`src/hdl/saq_pkg.sv`:
```
// Package for the scanline alarm queue: sizes, opcodes, slot record and helpers.
package saq_pkg;

  localparam int ALARM_SLOTS = 16;
  localparam int LINES_PER_FRAME = 263;
  localparam int ID_W = $clog2(ALARM_SLOTS);
  localparam int LINK_W = ID_W + 1;
  localparam int LINE_W = 9;
  localparam int FRAME_W = 32;
  localparam int CNT_W = $clog2(ALARM_SLOTS + 1);
  localparam logic [LINK_W-1:0] NULL_LINK = {1'b1, {ID_W{1'b0}}};

  typedef enum logic [1:0] {
    OP_LINE = 2'd0,
    OP_ONESHOT = 2'd1,
    OP_PERIODIC = 2'd2,
    OP_CANCEL = 2'd3
  } op_t;

  // One slot record as held in the slot memory.
  typedef struct packed {
    logic [FRAME_W-1:0] due_frame;
    logic [LINE_W-1:0] due_line;
    logic [LINE_W-1:0] limit;
    logic periodic;
    logic queued;
    logic [LINK_W-1:0] next;
  } slot_t;

  // Memory port command from the sequencer to the slot memory.
  typedef struct packed {
    logic we;
    logic [ID_W-1:0] waddr;
    slot_t wdata;
    logic [ID_W-1:0] raddr;
  } mem_cmd_t;

  typedef struct packed {
    logic kind;
    logic [3:0] fired_id;
    logic fired;
    logic [LINE_W-1:0] late_lines;
    logic [LINE_W-1:0] next_line;
    logic irq_enable;
    logic last;
  } result_t;

  function automatic logic link_null(input logic [LINK_W-1:0] l);
    return l[LINK_W-1];
  endfunction

endpackage

```
`src/hdl/saq_if.sv`:
```
// Valid/ready channel interfaces for input words and result words.
interface saq_in_if import saq_pkg::*; (input logic clk);
  logic valid;
  logic ready;
  logic [1:0] opcode;
  logic [3:0] alarm_id;
  logic [LINE_W-1:0] line;
  logic [LINE_W-1:0] target_line;
  logic [LINE_W-1:0] late_limit;
  modport source(output valid, opcode, alarm_id, line, target_line, late_limit,
                 input ready);
  modport sink(input valid, opcode, alarm_id, line, target_line, late_limit,
               output ready);
endinterface

interface saq_out_if import saq_pkg::*; (input logic clk);
  logic valid;
  logic ready;
  logic kind;
  logic [3:0] fired_id;
  logic fired;
  logic [LINE_W-1:0] late_lines;
  logic [LINE_W-1:0] next_line;
  logic irq_enable;
  logic last;
  modport source(output valid, kind, fired_id, fired, late_lines, next_line, irq_enable,
                 last, input ready);
  modport sink(input valid, kind, fired_id, fired, late_lines, next_line, irq_enable, last,
               output ready);
endinterface

```
`src/hdl/scanline_alarm_queue.sv`:
```
// Top level of the scanline alarm queue: sequencer over the slot memory.
//
//   channel | dir | payload
//   in_ch   | in  | opcode, alarm_id, line, target_line, late_limit
//   out_ch  | out | kind, fired_id, fired, late_lines, next_line, irq_enable, last
//
// One word is worked at a time. A cancel reads the slot, unlinks it if it is queued
// and stores it as idle; an arm does the same unlink and then a sorted insert.
// An unlink walks the list entries and then patches the link, and a sorted insert
// walks the entries and patches a predecessor when there is one.
// A line event checks the head and dequeues the due alarms one by one; each
// dequeued periodic alarm is relinked with its insert walk.
// Reset is synchronous and marks every slot unqueued through the valid bits
// below, so no clearing pass is needed. Each result waits in the output
// register; the sequencer stalls only when it must push a new result while the
// register is still full.
module scanline_alarm_queue import saq_pkg::*; (
  input logic clk,
  input logic rst,
  saq_in_if.sink in_ch,
  saq_out_if.source out_ch
);
  typedef enum logic [13:0] {
    S_IDLE   = 14'b00000000000001,
    S_HRD    = 14'b00000000000010, // head read issued for dequeue check
    S_HCHK   = 14'b00000000000100,
    S_ULRD   = 14'b00000000001000, // read target slot for unlink
    S_ULCHK  = 14'b00000000010000,
    S_ULWALK = 14'b00000000100000, // walking predecessors
    S_ULFIX  = 14'b00000001000000,
    S_LKWALK = 14'b00000010000000, // sorted insert walk
    S_LKFIX  = 14'b00000100000000,
    S_LKNEW  = 14'b00001000000000,
    S_STRD   = 14'b00010000000000, // head read for status
    S_STOUT  = 14'b00100000000000,
    S_RPT    = 14'b01000000000000,
    S_LKRD   = 14'b10000000000000  // head read that starts a sorted insert
  } state_t;

  state_t state;
  logic [FRAME_W-1:0] frame_count;
  logic [LINE_W-1:0] last_line;
  logic [LINK_W-1:0] head_link;
  logic [ALARM_SLOTS-1:0] written;   // slot holds a written record
  logic [1:0] op;
  logic [ID_W-1:0] id;
  logic [LINE_W-1:0] line, target, limit;
  slot_t rec;                        // record being moved (unlinked or linked)
  logic [LINK_W-1:0] cur, prev;
  slot_t prev_rec;
  logic [CNT_W-1:0] steps;
  logic [CNT_W-1:0] count;
  logic rpt_pending;
  result_t rpt;

  mem_cmd_t cmd;
  slot_t rdata, rd;
  logic push, out_full;
  result_t push_data;

  saq_slot_mem u_mem (.clk(clk), .cmd(cmd), .rdata(rdata));
  saq_out_reg u_out (.clk(clk), .rst(rst), .push(push), .data(push_data),
                     .full(out_full), .o(out_ch));

  // Slots never written read as the reset record.
  logic [ID_W-1:0] rd_addr;
  always_ff @(posedge clk) begin
    rd_addr <= cmd.raddr;
  end
  always_comb begin
    rd = rdata;
    if (!written[rd_addr]) begin
      rd = '0;
      rd.next = NULL_LINK;
    end
  end

  assign in_ch.ready = (state == S_IDLE);

  logic [FRAME_W-1:0] samp_frame;
  assign samp_frame = (in_ch.line < last_line) ? frame_count + 1'b1 : frame_count;

  // rec goes before the slot just read when it sorts strictly earlier.
  logic ins_before;
  assign ins_before = (rec.due_frame < rd.due_frame) ||
                      ((rec.due_frame == rd.due_frame) && (rec.due_line < rd.due_line));

  always_comb begin
    cmd = '0;
    push = 1'b0;
    push_data = '0;
    unique case (state)
      S_IDLE, S_HRD, S_ULCHK, S_LKRD, S_STRD, S_STOUT: cmd.raddr = head_link[ID_W-1:0];
      S_ULRD: cmd.raddr = id;
      S_HCHK: cmd.raddr = rd.next[ID_W-1:0];
      S_ULWALK: cmd.raddr = rd.next[ID_W-1:0];
      S_LKWALK: cmd.raddr = rd.next[ID_W-1:0];
      default: cmd.raddr = cur[ID_W-1:0];
    endcase
    unique case (state)
      S_ULFIX: begin
        cmd.we = 1'b1;
        cmd.waddr = prev[ID_W-1:0];
        cmd.wdata = prev_rec;
        cmd.wdata.next = rec.next;
      end
      S_LKFIX: begin
        cmd.we = 1'b1;
        cmd.waddr = prev[ID_W-1:0];
        cmd.wdata = prev_rec;
        cmd.wdata.next = {1'b0, id};
      end
      S_LKNEW: begin
        cmd.we = 1'b1;
        cmd.waddr = id;
        cmd.wdata = rec;
        cmd.wdata.queued = 1'b1;
        cmd.wdata.next = cur;
      end
      S_RPT: begin
        // The dequeued alarm is stored as idle; a periodic one is relinked later.
        cmd.we = 1'b1;
        cmd.waddr = id;
        cmd.wdata = rec;
        push = !out_full;
        push_data = rpt;
      end
      S_STRD: begin
        // A cancelled alarm is stored as idle once it is off the list.
        if (op == OP_CANCEL) begin
          cmd.we = 1'b1;
          cmd.waddr = id;
          cmd.wdata = rec;
          cmd.wdata.queued = 1'b0;
          cmd.wdata.next = NULL_LINK;
        end
      end
      S_STOUT: begin
        push = !out_full;
        push_data.kind = 1'b1;
        push_data.last = 1'b1;
        push_data.irq_enable = !link_null(head_link);
        push_data.next_line = link_null(head_link) ? '0 : rd.due_line;
      end
      default: ;
    endcase
  end

  always_ff @(posedge clk) begin
    if (rst) begin
      state <= S_IDLE;
      frame_count <= '0;
      last_line <= '0;
      head_link <= NULL_LINK;
      written <= '0;
      count <= '0;
    end else begin
      if (cmd.we) begin
        written[cmd.waddr] <= 1'b1;
      end
      unique case (state)
        S_IDLE: begin
          if (in_ch.valid) begin
            op <= in_ch.opcode;
            id <= in_ch.alarm_id[ID_W-1:0];
            line <= in_ch.line;
            target <= in_ch.target_line;
            limit <= in_ch.late_limit;
            count <= '0;
            if (in_ch.opcode != OP_CANCEL) begin
              frame_count <= samp_frame;
              last_line <= in_ch.line;
            end
            if (in_ch.opcode == OP_LINE) begin
              state <= S_HCHK;
            end else begin
              state <= S_ULRD;
            end
          end
        end
        S_HRD: state <= S_HCHK;
        S_HCHK: begin
          if (link_null(head_link) || count == CNT_W'(ALARM_SLOTS) ||
              frame_count < rd.due_frame || line < rd.due_line) begin
            state <= S_STRD;
          end else begin
            count <= count + 1'b1;
            head_link <= rd.next;
            id <= head_link[ID_W-1:0];
            rpt.kind <= 1'b0;
            rpt.fired_id <= 4'(head_link[ID_W-1:0]);
            rpt.fired <= (line - rd.due_line) <= rd.limit;
            rpt.late_lines <= line - rd.due_line;
            rpt.next_line <= '0;
            rpt.irq_enable <= 1'b0;
            rpt.last <= 1'b0;
            rec <= rd;
            rec.queued <= 1'b0;
            rec.next <= NULL_LINK;
            rec.due_frame <= frame_count + 1'b1;
            rpt_pending <= rd.periodic;
            state <= S_RPT;
          end
        end
        S_RPT: begin
          if (!out_full) begin
            // A periodic alarm is requeued from the head as it is now.
            state <= rpt_pending ? S_LKRD : S_HRD;
          end
        end
        S_ULRD: state <= S_ULCHK;
        S_ULCHK: begin
          rec <= rd;
          cur <= head_link;
          if (op != OP_CANCEL) begin
            rec.due_line <= target;
            rec.limit <= limit;
            rec.periodic <= (op == OP_PERIODIC);
            rec.due_frame <= (target > line) ? frame_count : frame_count + 1'b1;
          end
          if (!rd.queued) begin
            state <= (op == OP_CANCEL) ? S_STRD : S_LKRD;
          end else if (head_link == {1'b0, id}) begin
            head_link <= rd.next;
            state <= (op == OP_CANCEL) ? S_STRD : S_LKRD;
          end else begin
            state <= S_ULWALK;
          end
        end
        S_ULWALK: begin
          // rd is the record of cur; the first pass uses the head read from S_ULCHK.
          if (rd.next == {1'b0, id}) begin
            prev <= cur;
            prev_rec <= rd;
            state <= S_ULFIX;
          end else if (link_null(rd.next)) begin
            state <= (op == OP_CANCEL) ? S_STRD : S_LKRD;
          end else begin
            cur <= rd.next;
          end
        end
        S_ULFIX: state <= (op == OP_CANCEL) ? S_STRD : S_LKRD;
        S_LKRD: begin
          cur <= head_link;
          prev <= NULL_LINK;
          steps <= '0;
          state <= link_null(head_link) ? S_LKNEW : S_LKWALK;
        end
        S_LKWALK: begin
          if (ins_before || steps == CNT_W'(ALARM_SLOTS)) begin
            state <= link_null(prev) ? S_LKNEW : S_LKFIX;
          end else begin
            prev <= cur;
            prev_rec <= rd;
            cur <= rd.next;
            steps <= steps + 1'b1;
            if (link_null(rd.next)) begin
              state <= S_LKFIX;
            end
          end
        end
        S_LKFIX: state <= S_LKNEW;
        S_LKNEW: begin
          if (link_null(prev)) begin
            head_link <= {1'b0, id};
          end
          state <= (op == OP_LINE) ? S_HRD : S_STRD;
        end
        S_STRD: state <= S_STOUT;
        S_STOUT: if (!out_full) state <= S_IDLE;
        default: state <= S_IDLE;
      endcase
    end
  end
endmodule

```
`src/hdl/saq_slot_mem.sv`:
```
// Slot memory: one write port and one registered read port.
module saq_slot_mem import saq_pkg::*; (
  input  logic clk,
  input  mem_cmd_t cmd,
  output slot_t rdata
);
  slot_t mem [ALARM_SLOTS];

  always_ff @(posedge clk) begin
    if (cmd.we) begin
      mem[cmd.waddr] <= cmd.wdata;
    end
    rdata <= mem[cmd.raddr];
  end
endmodule

```
`src/hdl/saq_out_reg.sv`:
```
// Output register that holds one result word until the sink takes it.
module saq_out_reg import saq_pkg::*; (
  input  logic clk,
  input  logic rst,
  input  logic push,
  input  result_t data,
  output logic full,
  saq_out_if.source o
);
  result_t held;

  always_ff @(posedge clk) begin
    if (rst) begin
      full <= 1'b0;
    end else if (push) begin
      full <= 1'b1;
    end else if (o.ready) begin
      full <= 1'b0;
    end
    if (push) begin
      held <= data;
    end
  end

  assign o.valid = full;
  assign o.kind = held.kind;
  assign o.fired_id = held.fired_id;
  assign o.fired = held.fired;
  assign o.late_lines = held.late_lines;
  assign o.next_line = held.next_line;
  assign o.irq_enable = held.irq_enable;
  assign o.last = held.last;
endmodule

```
`src/flat_wrapper.sv`:
```
// flat-port wrapper written by rule: the top's interface ports become plain ports
module scanline_alarm_queue_flat import saq_pkg::*;
  (clk, rst, in_ch_valid, in_ch_opcode, in_ch_alarm_id, in_ch_line, in_ch_target_line, in_ch_late_limit, in_ch_ready, out_ch_valid, out_ch_kind, out_ch_fired_id, out_ch_fired, out_ch_late_lines, out_ch_next_line, out_ch_irq_enable, out_ch_last, out_ch_ready);
  saq_in_if in_ch_i (.clk(clk));
  saq_out_if out_ch_i (.clk(clk));
  input logic clk;
  input logic rst;
  input wire logic [$bits(in_ch_i.valid)-1:0] in_ch_valid;
  input wire logic [$bits(in_ch_i.opcode)-1:0] in_ch_opcode;
  input wire logic [$bits(in_ch_i.alarm_id)-1:0] in_ch_alarm_id;
  input wire logic [$bits(in_ch_i.line)-1:0] in_ch_line;
  input wire logic [$bits(in_ch_i.target_line)-1:0] in_ch_target_line;
  input wire logic [$bits(in_ch_i.late_limit)-1:0] in_ch_late_limit;
  output wire logic [$bits(in_ch_i.ready)-1:0] in_ch_ready;
  output wire logic [$bits(out_ch_i.valid)-1:0] out_ch_valid;
  output wire logic [$bits(out_ch_i.kind)-1:0] out_ch_kind;
  output wire logic [$bits(out_ch_i.fired_id)-1:0] out_ch_fired_id;
  output wire logic [$bits(out_ch_i.fired)-1:0] out_ch_fired;
  output wire logic [$bits(out_ch_i.late_lines)-1:0] out_ch_late_lines;
  output wire logic [$bits(out_ch_i.next_line)-1:0] out_ch_next_line;
  output wire logic [$bits(out_ch_i.irq_enable)-1:0] out_ch_irq_enable;
  output wire logic [$bits(out_ch_i.last)-1:0] out_ch_last;
  input wire logic [$bits(out_ch_i.ready)-1:0] out_ch_ready;
  assign in_ch_i.valid = in_ch_valid;
  assign in_ch_i.opcode = in_ch_opcode;
  assign in_ch_i.alarm_id = in_ch_alarm_id;
  assign in_ch_i.line = in_ch_line;
  assign in_ch_i.target_line = in_ch_target_line;
  assign in_ch_i.late_limit = in_ch_late_limit;
  assign in_ch_ready = in_ch_i.ready;
  assign out_ch_valid = out_ch_i.valid;
  assign out_ch_kind = out_ch_i.kind;
  assign out_ch_fired_id = out_ch_i.fired_id;
  assign out_ch_fired = out_ch_i.fired;
  assign out_ch_late_lines = out_ch_i.late_lines;
  assign out_ch_next_line = out_ch_i.next_line;
  assign out_ch_irq_enable = out_ch_i.irq_enable;
  assign out_ch_last = out_ch_i.last;
  assign out_ch_i.ready = out_ch_ready;
  scanline_alarm_queue u_core (.clk(clk), .rst(rst), .in_ch(in_ch_i), .out_ch(out_ch_i));
endmodule
```
`config.mk`:
```
export PLATFORM = sky130hd
export DESIGN_NAME = scanline_alarm_queue_flat
export DESIGN_NICKNAME = d
export VERILOG_FILES = /design/src/hdl/saq_pkg.sv /design/src/hdl/saq_if.sv /design/src/hdl/scanline_alarm_queue.sv /design/src/hdl/saq_slot_mem.sv /design/src/hdl/saq_out_reg.sv /design/src/flat_wrapper.sv
export SDC_FILE = /design/constraint.sdc
export NUM_CORES = 2
export LEC_CHECK = 0
export ABC_CLOCK_PERIOD_IN_PS = 8170
export BUFFER_PORTS_ARGS = -buffer_cell sky130_fd_sc_hd__buf_4
export CAP_MARGIN = 20
export CORE_MARGIN = 4
export CORE_UTILIZATION = 45
export CTS_CLUSTER_SIZE = 12
export DETAILED_ROUTE_END_ITERATION = 6
export MAX_ROUTING_LAYER = met4
export PLACE_DENSITY = 0.61
export SLEW_MARGIN = 20
export SYNTH_ARGS = -nofsm -noshare
export SYNTH_HDL_FRONTEND = slang
export SYNTH_HIERARCHICAL = 1
export SYNTH_SLANG_ARGS = --single-unit
export TNS_END_PERCENT = 1
```
`constraint.sdc`:
```
create_clock -name clk -period 8.17 [get_ports clk]
set_clock_uncertainty 0.15 [all_clocks]
set_input_delay 0.4085 -clock clk [delete_from_list [all_inputs] [get_ports clk]]
set_output_delay 0.4085 -clock clk [all_outputs]
set_load 0.02 [all_outputs]
```
==> qor.csv <==
metric,value,unit
"Slew Viols, Final",0,
Max-cap violations,0,
synthesized cell area,50860,um^2
mux share of post-synthesis cell area,10.75,%
CP startpoint,u_core/rd_addr[3],
largest net degree at the start of global routing,93,
# placed instances,4510,
core area,112300,um^2
Post-layout nets,3330,
post-DR wirelength/cell,27.30,um
largest family of logic cells by synthesized area,multiplexers,
syn_nets,3171,
gr usage total,22.90,%
clock-pin transition on the worst setup and hold timing paths,0.06,ns
IO Pins,65,
"most common cell after layout, fill and taps aside",edfxtp_1,
minimum clock period,5.999,ns
Slew HR,26.16,%
ys flop type,edfxtp_1,
"Seq/Total Area, Yosys",71.17,%
Yosys Warn Count,6,
hold path start,in_ch_late_limit[0],
router iterations before antenna repair,6,
RR Startpoint,u_core/rd_addr[3],
"FFs w/ async S/R, synth",0,%
post-route clock period utilization,73.42,%
crit start category,flip-flop,
fraction of layout cells with a size suffix above 1,18.83,%
via/cell ratio,5.992,
Cell Rows,123,
Routed WL,130700,um
Initial Util,45.27,%
Routed Antenna Nets,0,
FMAX,0.1667,GHz
kind of critical path,reg -> reg,
status,finished clean,
"Clk Latency, worst-skew pair",0.75,ns
final setup vio count,0,
Post-Layout Cell Count,4788,
Max IR drop VDD,0.1877,mV
critical path data arrival time,6.24,ns
Synth Area in Adders,2.770,%
grt ovf,0,
port bufs,64,
cell count after synthesis,3022,
xor-xnor portion of the synthesized cell area,0.6544,%
simple-gate share of the synthesized area,6.328,%
vias in the first global route,29040,
final hold violation count,0,
CTS tree,yes,
CP Capture Type,flip-flop,
"EDFF count, synth",1110,
Slew @ Worst Pin,1.105,ns
first-pass GRT wire length,193200,um
antenna violations before repair,1,
worst endpoint required time,8.41,ns
Cell Pwr Density,245.8,nW/um^2
Post-CTS Setup Inserts,0,
CTS H-tree depth,4,
CTS buffer count,133,
post-synthesis compound-gate area fraction,6.352,%
clk sink count,1253,
DRC violations left,0,
CTS root buf,clkbuf_16,
Die Height,344.2,um
# diodes,0,
Placer Congestion,0.9208,
Iter 0 DRT Violations,2835,
Static Leak,16.89,nW
"FF+latch count, synth",1253,
area grow syn2layout,13.89,%
setup_tns,0,ns
Post-DP HPWL,76520,um
via count,28690,
Mean Syn Cell Area,16.83,um^2
CTS Buffer Depth,3,
Hold WC Path Type,in -> reg,
"commonest non-fill, non-tap cells in the layout","edfxtp_1, nand2_1, mux4_2",
CP Max Fanout,47,
Die X,344.2,um
Die ar.,118500,um^2
Yosys cell types,79,
RSZ-0062 raised after global routing,false,
final timing paths:
check	slack, ns	depth (start not counted)	end
hold / removal	0.25	2	u_core/limit[0]
setup reg to reg	2.17	15	u_core/rec[37]
setup / recovery	2.17	15	u_core/rec[37]
hold reg to reg	0.30	2	u_core/last_line[2]
cells by family (layout without fill, tap and decap cells):
logic type      after synthesis  count (layout)
fa+ha+maj                   112             112
buf+inv                     237             503
simple gates                661             661
flops                      1253            1253
mux                         255             255
xor+xnor                     38              38
compound gates              466             466
power by group:
| part | switching (mW) | internal (mW) |
|---|---|---|
| Sequential | 0.0856 | 7.01 |
| Combinational | 0.888 | 0.525 |
| Clock | 2.39 | 3.34 |
per-stage QoR:
stage	hold WS, ns	util [%]	setup WS, ns	total power [mW]	cell area (um^2)
global route	0.2339	51.56	1.821	14.78	57920
floorplan	0.2784	-	0.7912	8.131	50860
finish	0.2504	51.56	2.171	14.24	57920
CTS	0.2074	51.55	2.175	14.37	57920
global placement	0.2931	47.51	2.445	8.602	53370
detailed placement	0.2977	47.53	2.196	8.621	53400
synth_stat cells, types with 5 or more instances:
cell type | count | area [um^2]
nand2_1 | 265 | 994.7
and2_1 | 22 | 137.6
and3_1 | 20 | 125.1
xnor2_1 | 16 | 140.1
buf_1 | 18 | 67.56
xor2_1 | 22 | 192.7
a211oi_1 | 8 | 60.06
a211o_1 | 5 | 43.79
buf_4 | 22 | 165.2
o211ai_1 | 6 | 45.04
inv_1 | 95 | 356.6
nand4_1 | 27 | 168.9
nor4_1 | 7 | 43.79
nor2b_1 | 53 | 331.6
edfxtp_1 | 1110 | 33330
buf_2 | 7 | 35.03
clkbuf_1 | 92 | 345.3
a31oi_1 | 5 | 31.28
or3b_2 | 8 | 70.07
or4_1 | 24 | 180.2
nor3_1 | 30 | 150.1
mux4_2 | 228 | 5135
or3_1 | 8 | 50.05
a22o_1 | 52 | 455.4
o22ai_1 | 6 | 37.54
o32ai_1 | 6 | 52.55
a21o_1 | 24 | 180.2
o21ai_0 | 88 | 440.4
o21a_1 | 11 | 82.58
nand2b_1 | 15 | 93.84
nand3_1 | 41 | 205.2
dfxtp_1 | 143 | 2863
nor3b_1 | 10 | 75.07
nor2_1 | 112 | 420.4
a22oi_1 | 121 | 908.4
a32o_1 | 5 | 50.05
a21oi_1 | 86 | 430.4
mux2_2 | 21 | 236.5
ha_1 | 111 | 1389
final cells by class:
| cell class | instances | area [um^2] |
|---|---|---|
| clock buffer | 213 | 3895 |
| inverter | 95 | 356.6 |
| timing repair buffer | 166 | 1436 |
| multi-input combinational | 1532 | 13900 |
| sequential | 1253 | 36190 |
| fill | 8974 | 54420 |
| clock inverter | 29 | 262.8 |
| tap | 1500 | 1877 |
per-layer routing:
metal	vias to the layer above	part of all wire, %	GRT usage [%]
met5	-	0	-
met4	0	2.6	6.931
met3	231	6.7	3.685
met2	1107	48	36.02
met1	15040	43	31.10
li1	12310	-	-
registers in the layout (all words and copies together), names as in the netlist, 5 cells and up:
signal                     cells
u_core/steps                   5
u_core/u_mem/mem             912
u_core/count                   5
u_core/u_out/o.late_lines      9
u_core/head_link               5
u_core/u_mem/rdata            57
u_core/last_line               9
u_core/written                16
u_core/limit                   9
u_core/state                  14
u_core/line                    9
u_core/target                  9
u_core/cur                     5
u_core/prev                    5
u_core/u_out/o.next_line       9
u_core/rpt                    14
u_core/frame_count            32
u_core/rec                    57
u_core/prev_rec               52
timing repair:
action / 4_1_cts / 5_1_grt
gates resized for setup: 0 / 0
hold buffers: 36 / 0
hold endpoints to repair: 65 / 0
worst max-delay path: stages, from the launching register on:
cell,delay (ns)
dfxtp_1,0.49
mux2_2,0.21
a2bb2o_1,0.31
o21ai_2,0.14
buf_4,0.20
and2_2,0.59
nand2_1,0.25
ha_1,0.34
nand4_1,0.25
nor3_1,0.38
nand4_1,0.25
a311oi_1,0.31
nor3_1,0.19
or4_1,0.69
a21oi_4,0.51
buf_12,0.37
Power figures use the tool's default switching activity.
